--- config.mk ---
export PLATFORM = sky130hd
export DESIGN_NAME = pcpd_queue
export DESIGN_NICKNAME = d
export VERILOG_FILES = /design/src/pcpd_pkg.sv /design/src/pcpd_queue.sv
export SDC_FILE = /design/constraint.sdc
export NUM_CORES = 1
export LEC_CHECK = 0
export BUFFER_PORTS_ARGS = -buffer_cell sky130_fd_sc_hd__buf_4
export CORE_ASPECT_RATIO = 1.2
export CORE_MARGIN = 2
export CORE_UTILIZATION = 30
export DETAILED_ROUTE_END_ITERATION = 6
export PLACE_DENSITY = 0.5
export SYNTH_ARGS = -nofsm -noshare
export SYNTH_HDL_FRONTEND = slang
export SYNTH_SLANG_ARGS = --single-unit
--- constraint.sdc ---
create_clock -name clock -period 3.27 [get_ports clock]
set_input_delay 0 -clock clock [delete_from_list [all_inputs] [get_ports clock]]
set_output_delay 0 -clock clock [all_outputs]
set_load 0.05 [all_outputs]
--- src/pcpd_pkg.sv ---
`timescale 1ns / 1ps
// ----------------------------------------------------------------------------
// pcpd_pkg
// Shared types and fixed widths of the PN correlator and peak detector.
// ----------------------------------------------------------------------------
package pcpd_pkg;

   // Fixed widths of the result fields and of the detector state.
   localparam int ENERGY_W = 36;
   localparam int AVG_W    = 52;
   localparam int POS_W    = 48;
   localparam int LOOK_W   = 10;
   localparam int CSR_IDX_W = 8;

   // Register indexes of the configuration port.
   typedef enum logic [CSR_IDX_W-1:0] {
      CSR_PN_PATTERN = 8'd0,
      CSR_ALPHA      = 8'd1,
      CSR_RISE       = 8'd2,
      CSR_LOOK_AHEAD = 8'd3
   } csr_index_type;

   // Detector settings handed from the register bank to the back end.
   typedef struct packed {
      logic [15:0]       alpha;
      logic [15:0]       rise;
      logic [LOOK_W-1:0] look;
   } det_cfg_type;

endpackage

--- src/pcpd_queue.sv ---
`timescale 1ns / 1ps
// ----------------------------------------------------------------------------
// pcpd_queue
// Two-entry queue that decouples the correlator from the detector.
// ----------------------------------------------------------------------------
module pcpd_queue #(
   parameter int WIDTH = 60
) (
   input  logic             clock,
   input  logic             reset,
   input  logic             in_valid,
   output logic             in_ready,
   input  logic [WIDTH-1:0] in_data,
   output logic             out_valid,
   input  logic             out_ready,
   output logic [WIDTH-1:0] out_data
);
   import pcpd_pkg::*;

   logic [WIDTH-1:0] mem_ff [2];
   logic             wr_ptr_ff, rd_ptr_ff;
   logic [1:0]       count_ff;
   logic             push, pop;

   assign in_ready  = (count_ff != 2'd2);
   assign out_valid = (count_ff != 2'd0);
   assign out_data  = mem_ff[rd_ptr_ff];
   assign push      = in_valid && in_ready;
   assign pop       = out_valid && out_ready;

   // Storage is written at the tail pointer.
   always_ff @(posedge clock) begin
      if (push) begin
         mem_ff[wr_ptr_ff] <= in_data;
      end
   end

   // Pointers and fill count.
   always_ff @(posedge clock) begin
      if (reset) begin
         wr_ptr_ff <= 1'b0;
         rd_ptr_ff <= 1'b0;
         count_ff  <= 2'd0;
      end else begin
         if (push) begin
            wr_ptr_ff <= !wr_ptr_ff;
         end
         if (pop) begin
            rd_ptr_ff <= !rd_ptr_ff;
         end
         if (push && !pop) begin
            count_ff <= count_ff + 2'd1;
         end else if (pop && !push) begin
            count_ff <= count_ff - 2'd1;
         end
      end
   end

endmodule

==> run metrics <==
fmax=469 MHz; clock slew at reported path FFs=around 0.060 ns; final worst path period share=0.652; synthesized cell area=between 4000 and 5000 um^2; final setup vio count=0; Final ANT Viol Nets=0; Max VDD drop=approximately 0.00046 V; outcome=complete, no violations; final non-filler cell total=630; clock latency on the worst-skew pair=just over 0.4 ns; Clock Sinks=125; final number of max-transition violations=0; worst hold start=out_ready; Die X-Extent=about 120 um; core area=roughly 15,000 um^2; critical path launch point type=register; Rows=49; first-pass GRT wire length=about 14 mm; peak per-stage delay on the critical path=around 0.82 ns; Yosys top cell area share=0.794; Clock Tree Buf Depth=2; placed cell areas=5760 um^2; CTS H-Tree Depth=4; GRT Residual Overflow=0; Reg2Reg Setup Slack=about 1.3 ns; worst reg2reg endpoint=mem_ff[1][28]; clk_skew=0.00771 ns; Worst Hold Endpoint=rd_ptr_ff; pwr dens=around 840 nW/um^2; share of cells above drive strength 1=0.519; Placer Congestion=0.655; CTS tree=yes; Final HPWL DP=about 5.7 mm; Routed WL=about 9.1 mm; DR WL/cell=14.5 um; normalized max-slew margin=0.478; worst hold path class=in2reg; total global-route track usage=0.120; vias per inst=~4.2; min Tclk post-route=2.13 ns; Synth Warn #=0; critical path class=reg2out; Diodes inserted=0; post-route cell area=6940 um^2; post-synth net total=approximately 280; filler instances=about 1.3k; setup_tns=0 ns; vias=between 2k and 3k; Place WS=approximately 1.3 ns; worst-path fanout max=32; Iteration-0 DRC Markers=between 80 and 90; Yosys cell types=17; P_leak=~0.0026 uW; Seq cells post-synth=125; syn avg cell area=between 20 and 25 um^2; CP Capture Type=output pin; Placed Cells=approximately 540; post-synth top area cell=edfxtp_1; Initial Util=0.305; Post-CTS Resized=0; DR pass1 iterations=4; initial antenna violation count=0; Worst EP required=between 3 and 4 ns; number of max-cap violations=0; area grow syn2layout=52.9%; worst r2r src=count_ff[0]; port bufs=between 100 and 150; RSZ-0062 raised after global routing=false; cell depth of the worst hold path=4; Total Nets Final=about 480; worst path buffer plus inverter count=2; Die Ht=139 um; die area=approximately 16,000 um^2; synth top area cells=edfxtp_1, mux2_2, dfxtp_1; Slowest-stage cell, CP=dfxtp_2; Final Hold Fails=0; total power=5850 uW; Setup Buffers After CTS=0; Post-Synthesis Cells=211; Root Buffer=clkbuf_16; hold_buf cts=62; Tightest Pin Transition=roughly 0.78 ns; crit-path cells=buf_12, mux2_2, buf_4; FF-to-FF path depth=3; DRC=0; maximum number of pins on one net before global-route repair=34; Ports=between 100 and 150; Num CTS Buffers=17; number of global-route vias before repair=about 2.9k; top cell family by delay on the critical path=flip-flops; Worst Slack Setup Final=around 1.1 ns; register area share after synthesis=0.816; arrival time of the worst setup path=approximately 2.1 ns
==> report_power, final <==
part / switching [uW] / internal (uW) / leakage (uW)
logic: 1290 / 716 / 0.00116
clock network: 637 / 1100 / 0.000268
registers: 100 / 2000 / 0.00116
==> cells by family after synthesis <==
logic type	count (synthesis)	share of synthesized area
adder cells (fa/ha/maj)	1	0.00276
buffers and inverters	8	0.00855
flip-flops	125	0.816
multiplexers	60	0.149
XOR/XNOR	3	0.00579
AND/OR/NAND/NOR	9	0.0110
AO/OA/AOI/OAI	5	0.00662
==> per-stage QoR <==
step                utilization  hold WS (ns)
finish                    0.466        0.0400
global route              0.466        0.0641
floorplan                     -        0.0691
global placement          0.386         0.186
CTS                       0.466        0.0232
detailed placement        0.386         0.187
==> metal layers <==
metal	global-route usage	part of all wire
met1	0.121	0.38
met2	0.206	0.54
met3	0.0424	0.051
met4	0.0739	0.030
met5	0	0
==> how the worst max path moves through the flow <==
stage                    endpoint  slack, ns  cells past startpoint
floorplan            mem_ff[1][0]       0.40                      2
global placement    mem_ff[1][13]       1.30                      3
detailed placement  mem_ff[1][29]       1.25                      3
CTS                  out_data[38]       1.05                      3
global route          out_data[3]       0.99                      3
finish               out_data[38]       1.14                      3
==> Yosys cell counts <==
cell,count
edfxtp_1,120
mux2_2,60
buf_2,7
dfxtp_1,5
nor2_1,3
xor2_1,3
a21oi_1,2
o21ai_0,2
a21bo_2,1
and2_1,1
and3_1,1
ha_1,1
inv_1,1
nand2b_1,1
nand3b_1,1
or2_2,1
or3_1,1
==> state kept, by name, indices dropped and copies added, names as in the netlist, named ones only <==
| register | cells |
|---|---|
| count_ff | 2 |
| mem_ff | 120 |
| wr_ptr_ff | 1 |
| rd_ptr_ff | 1 |
==> area by class of cell <==
cell class                      instances  area (um^2)  share of cell area
Multi-Input combinational cell         78          796               0.115
Tap cell                              204          255              0.0368
Clock buffer                           18          429              0.0619
Clock inverter                         14          128              0.0184
Timing Repair Buffer                  190         1620               0.233
Sequential cell                       125         3700               0.534
Inverter                                1         3.75            0.000541
==> worst register-to-register path, cell delays in order, from the launching register on <==
cell and delay [ns]:
dfxtp_1 0.40, nand2b_1 0.22, and3_2 0.73, buf_12 0.32
==> placed cells by master (no fill, tap or decap), drive strengths merged <==
master / Yosys / routed
clkinv: 0 / 9
a21bo: 1 / 1
o21ai: 2 / 2
xor2: 3 / 3
nor2: 3 / 3
clkbuf: 0 / 18
ha: 1 / 1
and2: 1 / 1
a21oi: 2 / 2
edfxtp: 120 / 120
mux2: 60 / 60
buf: 7 / 128
clkinvlp: 0 / 3
or3: 1 / 1
and3: 1 / 1
or2: 1 / 1
dfxtp: 5 / 5
bufinv: 0 / 2
dlygate4sd3: 0 / 62
nand2b: 1 / 1
inv: 1 / 1
nand3b: 1 / 1
Note: power is estimated with default switching activity, not from simulation.
